### src/rtl/core/tlcg_pkg.sv
// Shared types, constants and the palette table of the timed LED color gradient core.
// Used by every module of the core; depends on nothing.
package tlcg_pkg;

  localparam int PROGRESS_FRAC_BITS = 10;
  localparam int TIME_BITS          = 32;

  localparam int DUR_W   = 32;
  localparam int DEB_W   = 16;
  localparam int CFG_W   = 32;
  localparam int P_W     = PROGRESS_FRAC_BITS + 1;
  localparam int NUM_W   = TIME_BITS + PROGRESS_FRAC_BITS;
  localparam int CNT_W   = $clog2(NUM_W);
  localparam int P_ONE   = 1 << PROGRESS_FRAC_BITS;
  localparam int P_CAP   = (13 * P_ONE) / 10;
  localparam int M1_W    = 8 + P_W;
  localparam int K2_W    = 10;
  localparam int M2_W    = K2_W + PROGRESS_FRAC_BITS;
  localparam int Y_W     = 10;
  localparam int DIV3_W  = 12;
  localparam int DIV3_MUL = 2731;
  localparam int DIV3_SH  = 13;

  localparam logic [1:0] CFG_DUR_A   = 2'd0;
  localparam logic [1:0] CFG_DUR_B   = 2'd1;
  localparam logic [1:0] CFG_PAL_A   = 2'd2;
  localparam logic [1:0] CFG_DEBOUNCE = 2'd3;

  localparam logic [1:0] PAL_SAUSAGE = 2'd0;
  localparam logic [1:0] PAL_TOMATO  = 2'd1;
  localparam logic [1:0] PAL_TEA     = 2'd2;

  typedef struct packed {
    logic [31:0] now_ms;
    logic        button_a_level;
    logic        button_b_level;
  } in_t;

  typedef struct packed {
    logic       active_a;
    logic       palette_a_used;
    logic [7:0] red_a;
    logic [7:0] green_a;
    logic [7:0] blue_a;
    logic       active_b;
    logic [7:0] red_b;
    logic [7:0] green_b;
    logic [7:0] blue_b;
  } out_t;

  typedef struct packed {
    logic accept;
    logic mul_en;
    logic load_out;
  } cmd_t;

  typedef struct packed {
    logic div_done;
  } sts_t;

  // k2x10 holds the second-segment slope already scaled by ten
  typedef struct packed {
    logic [7:0]      base1;
    logic [7:0]      k1;
    logic [7:0]      base2;
    logic [K2_W-1:0] k2x10;
    logic            add2;
  } ramp_t;

  function automatic ramp_t ramp_of(input logic [1:0] pal, input logic [1:0] comp);
    ramp_t r;
    r = '0;
    unique case ({pal, comp})
      {PAL_SAUSAGE, 2'd0}: r = '{8'd255, 8'd95,  8'd160, 10'd950,  1'b1};
      {PAL_SAUSAGE, 2'd1}: r = '{8'd105, 8'd25,  8'd80,  10'd800,  1'b0};
      {PAL_SAUSAGE, 2'd2}: r = '{8'd180, 8'd160, 8'd20,  10'd200,  1'b0};
      {PAL_TOMATO,  2'd0}: r = '{8'd255, 8'd55,  8'd200, 10'd500,  1'b0};
      {PAL_TOMATO,  2'd1}: r = '{8'd120, 8'd80,  8'd40,  10'd250,  1'b0};
      {PAL_TOMATO,  2'd2}: r = '{8'd80,  8'd60,  8'd20,  10'd100,  1'b0};
      {PAL_TEA,     2'd0}: r = '{8'd200, 8'd200, 8'd0,   10'd0,    1'b1};
      {PAL_TEA,     2'd1}: r = '{8'd255, 8'd75,  8'd180, 10'd1000, 1'b0};
      {PAL_TEA,     2'd2}: r = '{8'd200, 8'd200, 8'd0,   10'd0,    1'b1};
      default:             r = '0;
    endcase
    return r;
  endfunction

endpackage

### src/rtl/core/tlcg_div.sv
// Restoring divider, one quotient bit per cycle, for ramp progress.
// Computes min(elapsed * 2^PROGRESS_FRAC_BITS / duration, cap); uses tlcg_pkg.
module tlcg_div (
  input  logic                            clk,
  input  logic                            rst_n,
  input  logic                            start,
  input  logic [tlcg_pkg::TIME_BITS-1:0]  elapsed,
  input  logic [tlcg_pkg::DUR_W-1:0]      divisor,
  output logic                            done,
  output logic [tlcg_pkg::P_W-1:0]        prog
);

  logic                           busy_r, busy_nxt;
  logic [tlcg_pkg::CNT_W-1:0]     cnt_r, cnt_nxt;
  logic [tlcg_pkg::NUM_W-1:0]     num_r, num_nxt;
  logic [tlcg_pkg::DUR_W-1:0]     rem_r, rem_nxt;
  logic [tlcg_pkg::DUR_W-1:0]     dsr_r, dsr_nxt;
  logic [tlcg_pkg::P_W-1:0]       quo_r, quo_nxt;
  logic                           ovf_r, ovf_nxt;
  logic [tlcg_pkg::DUR_W:0]       trial;
  logic [tlcg_pkg::DUR_W:0]       diff;
  logic                           ge;

  always_comb begin
    trial    = {rem_r, num_r[tlcg_pkg::NUM_W-1]};
    diff     = trial - {1'b0, dsr_r};
    ge       = (trial >= {1'b0, dsr_r});
    busy_nxt = busy_r;
    cnt_nxt  = cnt_r;
    num_nxt  = num_r;
    rem_nxt  = rem_r;
    dsr_nxt  = dsr_r;
    quo_nxt  = quo_r;
    ovf_nxt  = ovf_r;
    if (start) begin
      busy_nxt = 1'b1;
      cnt_nxt  = '0;
      num_nxt  = {elapsed, {tlcg_pkg::PROGRESS_FRAC_BITS{1'b0}}};
      rem_nxt  = '0;
      dsr_nxt  = divisor;
      quo_nxt  = '0;
      ovf_nxt  = 1'b0;
    end else if (busy_r) begin
      num_nxt = {num_r[tlcg_pkg::NUM_W-2:0], 1'b0};
      rem_nxt = ge ? diff[tlcg_pkg::DUR_W-1:0] : trial[tlcg_pkg::DUR_W-1:0];
      ovf_nxt = ovf_r | quo_r[tlcg_pkg::P_W-1];
      quo_nxt = {quo_r[tlcg_pkg::P_W-2:0], ge};
      cnt_nxt = cnt_r + 1'b1;
      if (cnt_r == tlcg_pkg::CNT_W'(tlcg_pkg::NUM_W - 1)) begin
        busy_nxt = 1'b0;
      end
    end
  end

  always_ff @(posedge clk) begin
    if (!rst_n) begin
      busy_r <= 1'b0;
    end else begin
      busy_r <= busy_nxt;
    end
    cnt_r <= cnt_nxt;
    num_r <= num_nxt;
    rem_r <= rem_nxt;
    dsr_r <= dsr_nxt;
    quo_r <= quo_nxt;
    ovf_r <= ovf_nxt;
  end

  assign done = !busy_r;
  assign prog = (ovf_r || (quo_r > tlcg_pkg::P_W'(tlcg_pkg::P_CAP))) ?
                tlcg_pkg::P_W'(tlcg_pkg::P_CAP) : quo_r;

endmodule

### src/rtl/core/tlcg_ctrl.sv
// Sequencer of the timed LED color gradient core: accept, divide, multiply, deliver.
// Drives datapath commands from its status; uses tlcg_pkg.
module tlcg_ctrl (
  input  logic           clk,
  input  logic           rst_n,
  input  logic           in_valid,
  output logic           in_ready,
  output logic           out_valid,
  input  logic           out_ready,
  input  tlcg_pkg::sts_t sts,
  output tlcg_pkg::cmd_t cmd
);

  localparam logic [1:0] ST_IDLE = 2'd0;
  localparam logic [1:0] ST_DIV  = 2'd1;
  localparam logic [1:0] ST_FIN  = 2'd2;

  logic [1:0] state_r, state_nxt;
  logic       out_valid_r, out_valid_nxt;
  logic       out_free;

  always_comb begin
    out_free     = !out_valid_r || out_ready;
    cmd.accept   = (state_r == ST_IDLE) && in_valid;
    cmd.mul_en   = (state_r == ST_DIV) && sts.div_done;
    cmd.load_out = (state_r == ST_FIN) && out_free;
    state_nxt    = state_r;
    unique case (state_r)
      ST_IDLE: if (cmd.accept) state_nxt = ST_DIV;
      ST_DIV:  if (cmd.mul_en) state_nxt = ST_FIN;
      ST_FIN:  if (cmd.load_out) state_nxt = ST_IDLE;
      default: state_nxt = ST_IDLE;
    endcase
    out_valid_nxt = out_valid_r;
    if (cmd.load_out) begin
      out_valid_nxt = 1'b1;
    end else if (out_ready) begin
      out_valid_nxt = 1'b0;
    end
  end

  always_ff @(posedge clk) begin
    if (!rst_n) begin
      state_r     <= ST_IDLE;
      out_valid_r <= 1'b0;
    end else begin
      state_r     <= state_nxt;
      out_valid_r <= out_valid_nxt;
    end
  end

  assign in_ready  = (state_r == ST_IDLE);
  assign out_valid = out_valid_r;

endmodule

### src/rtl/core/tlcg_datapath.sv
// Datapath: configuration, button edge state, two progress dividers, color ramps.
// Depends on tlcg_pkg and tlcg_div; steered by tlcg_ctrl commands.
module tlcg_datapath (
  input  logic                        clk,
  input  logic                        rst_n,
  input  logic                        cfg_we,
  input  logic [1:0]                  cfg_idx,
  input  logic [tlcg_pkg::CFG_W-1:0]  cfg_data,
  input  tlcg_pkg::in_t               in_data,
  input  tlcg_pkg::cmd_t              cmd,
  output tlcg_pkg::sts_t              sts,
  output tlcg_pkg::out_t              out_data
);

  localparam int TB = tlcg_pkg::TIME_BITS;
  localparam int FB = tlcg_pkg::PROGRESS_FRAC_BITS;

  logic [tlcg_pkg::DUR_W-1:0] dur_r [2];
  logic                       pal_r;
  logic [tlcg_pkg::DEB_W-1:0] deb_r;

  logic          prior_r [2];
  logic          run_r   [2];
  logic [TB-1:0] start_r [2];
  logic [TB-1:0] last_r  [2];

  logic          lvl     [2];
  logic          fire    [2];
  logic [TB-1:0] since   [2];
  logic [TB-1:0] elapsed [2];
  logic [TB-1:0] now_t;

  logic                       done   [2];
  logic [tlcg_pkg::P_W-1:0]   prog   [2];

  logic                        hi_r [2][3];
  logic [tlcg_pkg::M1_W-1:0]   m1_r [2][3];
  logic [tlcg_pkg::M2_W-1:0]   m2_r [2][3];
  logic                        hi_nxt [2][3];
  logic [tlcg_pkg::M1_W-1:0]   m1_nxt [2][3];
  logic [tlcg_pkg::M2_W-1:0]   m2_nxt [2][3];
  logic [7:0]                  col    [2][3];

  tlcg_pkg::out_t out_r;

  always_ff @(posedge clk) begin
    if (!rst_n) begin
      dur_r[0] <= tlcg_pkg::DUR_W'(10000);
      dur_r[1] <= tlcg_pkg::DUR_W'(10000);
      pal_r    <= 1'b0;
      deb_r    <= tlcg_pkg::DEB_W'(200);
    end else if (cfg_we) begin
      unique case (cfg_idx)
        tlcg_pkg::CFG_DUR_A:    dur_r[0] <= cfg_data[tlcg_pkg::DUR_W-1:0];
        tlcg_pkg::CFG_DUR_B:    dur_r[1] <= cfg_data[tlcg_pkg::DUR_W-1:0];
        tlcg_pkg::CFG_PAL_A:    pal_r    <= cfg_data[0];
        tlcg_pkg::CFG_DEBOUNCE: deb_r    <= cfg_data[tlcg_pkg::DEB_W-1:0];
        default:                pal_r    <= pal_r;
      endcase
    end
  end

  always_comb begin
    now_t  = in_data.now_ms[TB-1:0];
    lvl[0] = in_data.button_a_level;
    lvl[1] = in_data.button_b_level;
    for (int ch = 0; ch < 2; ch++) begin
      since[ch]   = now_t - last_r[ch];
      fire[ch]    = !lvl[ch] && prior_r[ch] && (since[ch] > TB'(deb_r));
      elapsed[ch] = (fire[ch] && !run_r[ch]) ? '0 : (now_t - start_r[ch]);
    end
  end

  always_ff @(posedge clk) begin
    if (!rst_n) begin
      for (int ch = 0; ch < 2; ch++) begin
        prior_r[ch] <= 1'b1;
        run_r[ch]   <= 1'b0;
        start_r[ch] <= '0;
        last_r[ch]  <= '0;
      end
    end else if (cmd.accept) begin
      for (int ch = 0; ch < 2; ch++) begin
        prior_r[ch] <= lvl[ch];
        if (fire[ch]) begin
          last_r[ch] <= now_t;
          run_r[ch]  <= !run_r[ch];
          if (!run_r[ch]) begin
            start_r[ch] <= now_t;
          end
        end
      end
    end
  end

  tlcg_div u_div_a (
    .clk     (clk),
    .rst_n   (rst_n),
    .start   (cmd.accept),
    .elapsed (elapsed[0]),
    .divisor (dur_r[0]),
    .done    (done[0]),
    .prog    (prog[0])
  );

  tlcg_div u_div_b (
    .clk     (clk),
    .rst_n   (rst_n),
    .start   (cmd.accept),
    .elapsed (elapsed[1]),
    .divisor (dur_r[1]),
    .done    (done[1]),
    .prog    (prog[1])
  );

  assign sts.div_done = done[0] && done[1];

  always_comb begin
    tlcg_pkg::ramp_t         r;
    logic [1:0]              pal;
    logic [FB-1:0]           pd;
    logic [tlcg_pkg::Y_W-1:0] y;
    logic [tlcg_pkg::Y_W+tlcg_pkg::DIV3_W-1:0] yq;
    logic [7:0]              d;
    for (int ch = 0; ch < 2; ch++) begin
      pal = (ch == 0) ? {1'b0, pal_r} : tlcg_pkg::PAL_TEA;
      pd  = prog[ch][FB-1:0];
      for (int c = 0; c < 3; c++) begin
        r = tlcg_pkg::ramp_of(pal, 2'(c));
        hi_nxt[ch][c] = prog[ch] > tlcg_pkg::P_W'(tlcg_pkg::P_ONE);
        m1_nxt[ch][c] = tlcg_pkg::M1_W'(r.k1) * tlcg_pkg::M1_W'(prog[ch]);
        m2_nxt[ch][c] = tlcg_pkg::M2_W'(r.k2x10) * tlcg_pkg::M2_W'(pd);

        r  = tlcg_pkg::ramp_of(pal, 2'(c));
        y  = m2_r[ch][c][FB +: tlcg_pkg::Y_W];
        yq = (tlcg_pkg::Y_W + tlcg_pkg::DIV3_W)'(y) *
             (tlcg_pkg::Y_W + tlcg_pkg::DIV3_W)'(tlcg_pkg::DIV3_MUL);
        if (hi_r[ch][c]) begin
          d = yq[tlcg_pkg::DIV3_SH +: 8];
          col[ch][c] = r.add2 ? (r.base2 + d) : (r.base2 - d);
        end else begin
          d = m1_r[ch][c][FB +: 8];
          col[ch][c] = r.base1 - d;
        end
      end
    end
  end

  always_ff @(posedge clk) begin
    if (cmd.mul_en) begin
      for (int ch = 0; ch < 2; ch++) begin
        for (int c = 0; c < 3; c++) begin
          hi_r[ch][c] <= hi_nxt[ch][c];
          m1_r[ch][c] <= m1_nxt[ch][c];
          m2_r[ch][c] <= m2_nxt[ch][c];
        end
      end
    end
  end

  always_ff @(posedge clk) begin
    if (cmd.load_out) begin
      out_r.active_a       <= run_r[0];
      out_r.palette_a_used <= pal_r;
      out_r.red_a          <= run_r[0] ? col[0][0] : 8'd0;
      out_r.green_a        <= run_r[0] ? col[0][1] : 8'd0;
      out_r.blue_a         <= run_r[0] ? col[0][2] : 8'd0;
      out_r.active_b       <= run_r[1];
      out_r.red_b          <= run_r[1] ? col[1][0] : 8'd0;
      out_r.green_b        <= run_r[1] ? col[1][1] : 8'd0;
      out_r.blue_b         <= run_r[1] ? col[1][2] : 8'd0;
    end
  end

  assign out_data = out_r;

endmodule

### src/rtl/core/timed_led_color_gradient_core.sv
// Top level of the timed LED color gradient core: two timed color ramps per time sample.
// A beat passes the divider steps, the multiply register load and the output register load
// between the accepting input edge and out_valid.
// A new input beat is accepted only after the previous one is loaded into the output register.
// The output register holds a finished beat while the next input beat runs through the divider.
// Reset (rst_n low, synchronous): buttons released, ramps stopped, registers at defaults.
module timed_led_color_gradient_core (
  input  logic                        clk,
  input  logic                        rst_n,
  input  logic                        cfg_we,
  input  logic [1:0]                  cfg_idx,
  input  logic [tlcg_pkg::CFG_W-1:0]  cfg_data,
  input  logic                        in_valid,
  output logic                        in_ready,
  input  tlcg_pkg::in_t               in_data,
  output logic                        out_valid,
  input  logic                        out_ready,
  output tlcg_pkg::out_t              out_data
);

  tlcg_pkg::cmd_t cmd;
  tlcg_pkg::sts_t sts;

  tlcg_ctrl u_ctrl (
    .clk       (clk),
    .rst_n     (rst_n),
    .in_valid  (in_valid),
    .in_ready  (in_ready),
    .out_valid (out_valid),
    .out_ready (out_ready),
    .sts       (sts),
    .cmd       (cmd)
  );

  tlcg_datapath u_dp (
    .clk      (clk),
    .rst_n    (rst_n),
    .cfg_we   (cfg_we),
    .cfg_idx  (cfg_idx),
    .cfg_data (cfg_data),
    .in_data  (in_data),
    .cmd      (cmd),
    .sts      (sts),
    .out_data (out_data)
  );

endmodule

### config.mk
export PLATFORM = sky130hd
export DESIGN_NAME = timed_led_color_gradient_core
export DESIGN_NICKNAME = d
export VERILOG_FILES = /design/src/rtl/core/tlcg_pkg.sv /design/src/rtl/core/tlcg_div.sv /design/src/rtl/core/tlcg_ctrl.sv /design/src/rtl/core/tlcg_datapath.sv /design/src/rtl/core/timed_led_color_gradient_core.sv
export SDC_FILE = /design/constraint.sdc
export NUM_CORES = 2
export LEC_CHECK = 0
export BUFFER_PORTS_ARGS = -buffer_cell sky130_fd_sc_hd__buf_2
export CORE_ASPECT_RATIO = 1.5
export CORE_UTILIZATION = 25
export DETAILED_ROUTE_END_ITERATION = 6
export PLACE_DENSITY = 0.39
export SYNTH_ARGS = -nofsm -noshare
export SYNTH_HDL_FRONTEND = slang
export SYNTH_SLANG_ARGS = --single-unit
### constraint.sdc
create_clock -name clk -period 12 [get_ports clk]
set_input_delay 0.6 -clock clk [delete_from_list [all_inputs] [get_ports clk]]
set_output_delay 0.6 -clock clk [all_outputs]
set_load 0.1 [all_outputs]
==> Yosys cells after proc, flatten, opt, wreduce, memory -nomap -nowiden <==
Memory sizes are Yosys's and may differ from the RTL's. A register that Yosys moved wholly into a read port is not among the register bits.
Index checks and enable logic that the tools add are counted.
{ "totals": {"register_bits": 237, "mem_bits_rw": 436, "inputBits": 73, "out_inout_bits": 53, "word_cells": 204, "mem_count": 8} }
{ "classes": {"n_addsub": 21, "mul": 15, "magnitude_cmp": 8, "n_eq_ne": 10, "n_mux": 76, "bitwise": 13, "n_reduce_logical": 28} }
{ "mem_list": {"columns": ["memory", "words", "word_bits", "read_ports", "rd_clocked_by_memory_dff", "write_ports", "line", "source"], "rows": [
  ["u_dp.m2_r", 2, 60, 2, 0, 2, "tlcg_datapath.sv:38", "logic [tlcg_pkg::M2_W-1:0] m2_r [2][3];"],
  ["u_dp.m1_r", 2, 57, 2, 0, 2, "tlcg_datapath.sv:37", "logic [tlcg_pkg::M1_W-1:0] m1_r [2][3];"],
  ["u_dp.dur_r", 2, 32, 2, 2, 2, "tlcg_datapath.sv:18", "logic [tlcg_pkg::DUR_W-1:0] dur_r [2];"],
  ["u_dp.last_r", 2, 32, 2, 0, 2, "tlcg_datapath.sv:25", "logic [TB-1:0] last_r [2];"],
  ["u_dp.start_r", 2, 32, 2, 0, 2, "tlcg_datapath.sv:24", "logic [TB-1:0] start_r [2];"],
  ["u_dp.hi_r", 2, 3, 2, 0, 2, "tlcg_datapath.sv:36", "logic hi_r [2][3];"],
  ["+2 memories", null, null, null, null, null, null, null]
]} }
{ "ops": {"columns": ["operator", "count"], "rows": [
  ["2-to-1 mux 32 bit", 10],
  ["one-hot mux 35 bit (2 select lines)", 3],
  ["subtractor 32 bit", 6],
  ["2-to-1 mux 42 bit", 4],
  ["multiplier 10 x 12 -> 21 bit (second input constant)", 6],
  ["2-to-1 mux 8 bit", 9],
  [">= comparator 33 x 32 -> 1 bit", 2],
  ["greater-than comparator 32 x 16 -> 1 bit", 2],
  ["multiplier 10 x 10 -> 20 bit", 3],
  ["multiplier 8 x 11 -> 19 bit", 3],
  ["subtractor 8 bit", 6],
  ["greater-than comparator 11 bit (second input constant)", 4],
  ["2-to-1 mux 1 bit", 44],
  ["subtractor 8 bit (first input constant)", 4],
  ["adder 8 bit", 3],
  ["2-to-1 mux 11 bit", 2],
  ["multiplier 7 x 11 -> 18 bit (first input constant)", 1],
  ["multiplier 7 x 10 -> 17 bit (first input constant)", 1],
  ["multiplier 5 x 11 -> 16 bit (first input constant)", 1],
  ["adder 6 x 1 -> 6 bit (second input constant)", 2],
  ["equality test 6 bit (second input constant)", 2],
  ["OR 1 bit", 12],
  ["logical AND 1 bit", 10],
  ["zero test 1 bit", 7],
  ["other kinds (12)", 24]
]} }

==> Depth between registers and ports, before layout <==
An unclocked memory read counts as a cell.
{ "logic_depth": {"word_depth": 9, "ltp_mapped": 30, "ltp_nobuf": 29} }

==> Modules after synthesis <==
From an unflattened synthesis, not the netlist that was laid out.
{ "hier_totals": {"hier_cells": 5617, "hier_area_um2": 55294.3} }
{ "by_module_without_submodules": {"columns": ["module", "n_inst", "cells_each", "area_each_um2", "seq_area_each_um2"], "rows": [
  ["tlcg_datapath", 1, 4345, 42355.6, 9979.6],
  ["tlcg_div at u_dp.u_div_a", 1, 622, 6424.9, 2942.8],
  ["tlcg_div at u_dp.u_div_b", 1, 634, 6363.6, 2942.8],
  ["tlcg_ctrl", 1, 16, 150.1, 60.1]
]} }

==> Worst setup path after synthesis <==
OpenSTA, ideal clock, no wires.
{ "synth_timing": {"path_type": "register to register", "startpoint": "reg u_dp.u_div_a.busy_r", "endpoint": "mem u_dp.hi_r[0][1] (netlist bit), enable pin", "setup_ns": 0.756, "arrival_ns": 9.241, "required_ns": 11.244, "setup_slack_ns": 2.003, "path_stages_with_launch": 4, "n_path_buf": 2, "period_less_slack_ns": 9.997, "path_cell_list": "dfxtp_1 > clkbuf_1 > clkbuf_1 > nor4b_1"} }
{ "synth_lines": {"columns": ["element", "line", "source"], "rows": [
  ["start: declaration", "tlcg_div.sv:13", "logic busy_r, busy_nxt;"],
  ["start signal: assignment", "tlcg_div.sv:59", "busy_r <= busy_nxt;"],
  ["end: declaration", "tlcg_datapath.sv:36", null]
]} }

==> impl_results.html <==
<table>
<tr><th>Metric</th><th>Value</th></tr>
<tr><th colspan="2">Layout</th></tr>
<tr><td>Count of fill cells added during filler insertion</td><td>22700</td></tr>
<tr><td>Area delta synth-&gt;final</td><td>12.0%</td></tr>
<tr><td>Total number of nets in the final design</td><td>6842</td></tr>
<tr><td>Multi-input logic area</td><td>33700 um2</td></tr>
<tr><td>Commonest cells after routing, fill and taps aside</td><td>904 x inv_1, 886 x ha_1, 449 x edfxtp_1, 368 x nor2_1, 318 x fa_1</td></tr>
<tr><td>Leading cell type in the layout, fill and taps excluded</td><td>inv_1</td></tr>
<tr><td>Area of all sequential standard cells</td><td>15900 um2</td></tr>
<tr><td>Cell area after layout</td><td>59900 um2</td></tr>
<tr><td>Share of final-layout standard cells stronger than drive strength 1</td><td>5.96%</td></tr>
<tr><th colspan="2">Timing</th></tr>
<tr><td>Final hold viol count</td><td>0</td></tr>
<tr><td>Max Freq</td><td>0.126 GHz</td></tr>
<tr><td>Setup TNS</td><td>0 ns</td></tr>
<tr><td>Least-Margin Pin Slew</td><td>1.24 ns</td></tr>
<tr><td>Final clock skew</td><td>0.0371 ns</td></tr>
<tr><td>Final setup vio count</td><td>0</td></tr>
<tr><td>Min Clock Period, post-route</td><td>7.93 ns</td></tr>
<tr><td>Unrepaired setup endpoints after global routing</td><td>false</td></tr>
<tr><td>Max transition margin</td><td>16.6%</td></tr>
<tr><td>Hold slack final</td><td>0.211 ns</td></tr>
<tr><td>Slew Viols, Final</td><td>0</td></tr>
<tr><td>Period utilisation layout</td><td>66.1%</td></tr>
<tr><th colspan="2">Worst setup path</th></tr>
<tr><td>Destination of the critical timing path</td><td>u_dp.m2_r[0][39]</td></tr>
<tr><td>Type of origin of the critical path</td><td>flip-flop</td></tr>
<tr><td>Origin of the worst setup path</td><td>u_dp.u_div_a.quo_r[3]</td></tr>
<tr><td>Element type at the critical path end</td><td>flip-flop</td></tr>
<tr><td>Reg2Reg Launch Point</td><td>u_dp.u_div_a.quo_r[3]</td></tr>
<tr><td>Largest incremental delay on the critical path</td><td>0.57 ns</td></tr>
<tr><td>Most repeated library cell on the critical path</td><td>inv_1</td></tr>
<tr><td>Data arrival time of the worst path</td><td>8.33 ns</td></tr>
<tr><td>Worst-path maximum fanout</td><td>11</td></tr>
<tr><td>Crit path max-delay cell type</td><td>nor2_1</td></tr>
<tr><td>FF-to-FF path depth</td><td>27</td></tr>
<tr><td>FF-to-FF End</td><td>u_dp.m2_r[0][39]</td></tr>
<tr><td>Setup Crit Path Kind</td><td>reg -&gt; reg</td></tr>
<tr><td>R2R setup slack</td><td>4.07 ns</td></tr>
<tr><td>Worst EP required</td><td>12.40 ns</td></tr>
<tr><th colspan="2">Synthesis</th></tr>
<tr><td>Gate count after technology mapping</td><td>5462</td></tr>
<tr><td>Synthesis warning total</td><td>0</td></tr>
<tr><td>Post-synthesis instance area</td><td>53500 um2</td></tr>
<tr><td>Distinct cell type count of the synthesized netlist</td><td>88</td></tr>
<tr><td>Number of flip-flops and latches in the synthesized netlist</td><td>571</td></tr>
<tr><td>Share of the yosys chip area belonging to registers</td><td>29.8%</td></tr>
<tr><td>Flip-flop cell with the highest count after synthesis</td><td>edfxtp_1</td></tr>
<tr><td>Post-synthesis async set-or-reset flop share</td><td>0%</td></tr>
<tr><td>Post-synth EDFFs</td><td>449</td></tr>
<tr><td>Avg Inst Size Synth</td><td>9.79 um2</td></tr>
<tr><th colspan="2">Placement</th></tr>
<tr><td>Estimated wirelength of the detail-placed design</td><td>118000 um</td></tr>
<tr><td>Count of buffers inserted at the top-level ports</td><td>125</td></tr>
<tr><td>RePlAce Congestion</td><td>0.859</td></tr>
<tr><td>Cell Area, Placed</td><td>57400 um2</td></tr>
<tr><th colspan="2">Clock tree</th></tr>
<tr><td>Clock tree buffer depth</td><td>3</td></tr>
<tr><td>Number of clock sinks</td><td>571</td></tr>
<tr><td>Clock root buffer</td><td>clkbuf_16</td></tr>
<tr><td>Resized cells post-CTS</td><td>0</td></tr>
<tr><td>Clock Pin Slew Worst Setup and Hold Paths</td><td>0.06 ns</td></tr>
<tr><td>Number of buffers added for setup after CTS</td><td>0</td></tr>
<tr><td>Insertion delay to the later sink of the worst-skew pair</td><td>0.68 ns</td></tr>
<tr><td>Number of clock buffers inserted by TritonCTS</td><td>71</td></tr>
<tr><td>TritonCTS clock tree</td><td>built</td></tr>
<tr><td>Htree depth</td><td>3</td></tr>
<tr><td># hold bufs at CTS</td><td>0</td></tr>
<tr><th colspan="2">Routing</th></tr>
<tr><td>Post-route ant nets</td><td>0</td></tr>
<tr><td>Routed via count</td><td>37800</td></tr>
<tr><td>Post-route DRC violation count</td><td>0</td></tr>
<tr><td>Via count normalized by instance count</td><td>4.48</td></tr>
<tr><td>Avg WL per Cell</td><td>17.2 um</td></tr>
<tr><td>Routed WL</td><td>146000 um</td></tr>
<tr><td>Initial drt markers</td><td>1325</td></tr>
<tr><td>First drt pass iteration count</td><td>5</td></tr>
<tr><th colspan="2">Floorplanning</th></tr>
<tr><td>Chip Width</td><td>380 um</td></tr>
<tr><td>Count of boundary I/O pins</td><td>126</td></tr>
<tr><td>Height of the die</td><td>568 um</td></tr>
<tr><td>Core Area</td><td>212000 um2</td></tr>
<tr><td>Initial cell density of the core</td><td>25.2%</td></tr>
<tr><td>Die area</td><td>216000 um2</td></tr>
<tr><td>Num rows</td><td>207</td></tr>
<tr><th colspan="2">Power</th></tr>
<tr><td>Power, Total</td><td>8.87 mW</td></tr>
<tr><td>PD cells</td><td>148 nW/um2</td></tr>
<tr><td>Worst ir drop on vdd</td><td>0.0857 mV</td></tr>
<tr><td>Leakage component of the power</td><td>28.6 nW</td></tr>
<tr><th colspan="2">Global routing</th></tr>
<tr><td>First-pass GRT wire length</td><td>229000 um</td></tr>
<tr><td>Initial antenna violation count</td><td>4</td></tr>
<tr><td>Pin count of the biggest net entering global routing</td><td>89</td></tr>
<tr><td>Overall overflow remaining after global route</td><td>0</td></tr>
<tr><td>Total routing resource utilization after global routing</td><td>13.5%</td></tr>
<tr><td>Vias in the first global route</td><td>40700</td></tr>
<tr><th colspan="2">Hold path</th></tr>
<tr><td>Hold Path Class</td><td>in -&gt; reg</td></tr>
<tr><td>HP Start</td><td>cfg_data[7]</td></tr>
<tr><th colspan="2">Run</th></tr>
<tr><td>MaxCap Viol Count</td><td>0</td></tr>
<tr><th colspan="2">Run status</th></tr>
<tr><td>Run status</td><td>complete, no violations</td></tr>
</table>
[cells by family (layout without fill, tap and decap cells)]
group	Yosys count	after routing	synth area share, %
and+or+nand+nor	1200	1200	10.8
muxes	72	72	1.35
xor gates and xnor gates	313	313	5.13
DFF	571	571	29.8
adders and majority gates	1206	1206	32.7
buffers and inverters	1046	1198	7.49
AOI/OAI and AO/OA	1052	1052	12.8
other	2	13	0.0140
[through the flow]
stage,cells,util (%),worst slack [ns]
after floorplan,5471,-,2.00
after global placement,8313,27.0,4.08
after detailed placement,8313,27.0,4.03
after CTS,8444,28.2,4.05
after global routing,8445,28.2,3.50
final,8446,28.2,4.07
[synthesized netlist by cell type (11+ instances only)]
master | n | area [um2]
fa_1 | 318 | 6370
or3_1 | 29 | 181
a21o_1 | 124 | 931
buf_1 | 13 | 48.8
nand3_1 | 73 | 365
nor3_1 | 78 | 390
o21bai_1 | 33 | 248
nand2b_1 | 68 | 425
nor2_1 | 370 | 1390
a21boi_0 | 14 | 105
inv_1 | 904 | 3390
nor4_1 | 17 | 106
buf_2 | 14 | 70.1
o21ai_0 | 196 | 981
o31ai_1 | 34 | 255
nand4_1 | 37 | 231
ha_1 | 886 | 11100
a31oi_1 | 29 | 181
and3_1 | 37 | 231
a211o_1 | 14 | 123
and2_1 | 49 | 307
a21oi_1 | 315 | 1580
nand2_1 | 297 | 1110
or2_2 | 29 | 181
dfxtp_1 | 122 | 2440
mux2i_1 | 69 | 691
nand3b_1 | 18 | 135
nor2b_1 | 54 | 338
o31a_1 | 11 | 96.3
xnor2_1 | 199 | 1740
edfxtp_1 | 449 | 13500
xor2_1 | 114 | 998
a211oi_1 | 50 | 375
a22o_1 | 31 | 272
o21a_1 | 50 | 375
clkbuf_1 | 98 | 368
o211ai_1 | 34 | 255
[state kept, by name, summed over array words and instances, names as in the netlist, 2 cells and up]
| name | cells |
|---|---|
| u_dp.dur_r | 64 |
| u_dp.last_r | 64 |
| u_dp.start_r | 64 |
| u_dp.out_data | 43 |
| u_dp.m1_r | 40 |
| u_dp.m2_r | 40 |
| u_dp.u_div_a.dsr_r | 32 |
| u_dp.u_div_a.num_r | 32 |
| u_dp.u_div_a.rem_r | 32 |
| u_dp.u_div_b.dsr_r | 32 |
| u_dp.u_div_b.num_r | 32 |
| u_dp.u_div_b.rem_r | 32 |
| u_dp.deb_r | 16 |
| u_dp.u_div_a.quo_r | 11 |
| u_dp.u_div_b.quo_r | 11 |
| u_dp.u_div_a.cnt_r | 6 |
| u_dp.u_div_b.cnt_r | 6 |
| u_ctrl.state_r | 2 |
| u_dp.hi_r | 2 |
| u_dp.prior_r | 2 |
| u_dp.run_r | 2 |
[area by class of cell]
class                           count  share of cell area (%)
Antenna cell                        2                 0.00835
Tap cell                         2821                    5.89
Timing Repair Buffer              159                    1.47
Sequential cell                   571                    26.6
Clock inverter                     42                   0.844
Multi-Input combinational cell   3854                    56.2
Inverter                          908                    5.69
Clock buffer                       89                    3.30
[layer usage]
layer	global-route usage, %	wire length [um]	vias up
met5	0	0	-
met4	4.58	4720	0
met3	1.50	3510	186
met2	26.4	78400	445
met1	14.9	58900	18200
li1	-	-	19000
[power breakdown]
part           leakage [nW]  switching [mW]  internal [mW]  total [mW]
Combinational          21.9            2.41           1.64        4.05
Clock                  1.22           0.975           1.34        2.32
Sequential             5.45           0.118           2.38        2.50
[worst min-delay path by stage]
stage,to,slack [ns],cells past startpoint
4_1_cts,u_dp.deb_r[7],0.14,3
3_5_place_dp,u_dp.u_div_b.dsr_r[18],0.41,0
2_1_floorplan,u_dp.u_div_a.dsr_r[0],0.40,0
6_report,u_dp.deb_r[7],0.21,3
3_3_place_gp,u_dp.u_div_b.dsr_r[15],0.40,0
5_1_grt,u_dp.deb_r[7],0.17,3
[worst max-delay path: cells and delay by family (launching register included)]
family / cells / cell delay [ns]
and+or+nand+nor: 8 / 2.32
buffers and inverters: 4 / 0.85
adders and majority gates: 6 / 2.36
AOI/OAI and AO/OA: 8 / 1.60
DFF: 1 / 0.44
xor gates and xnor gates: 1 / 0.07
Note: power is estimated with default switching activity, not from simulation.
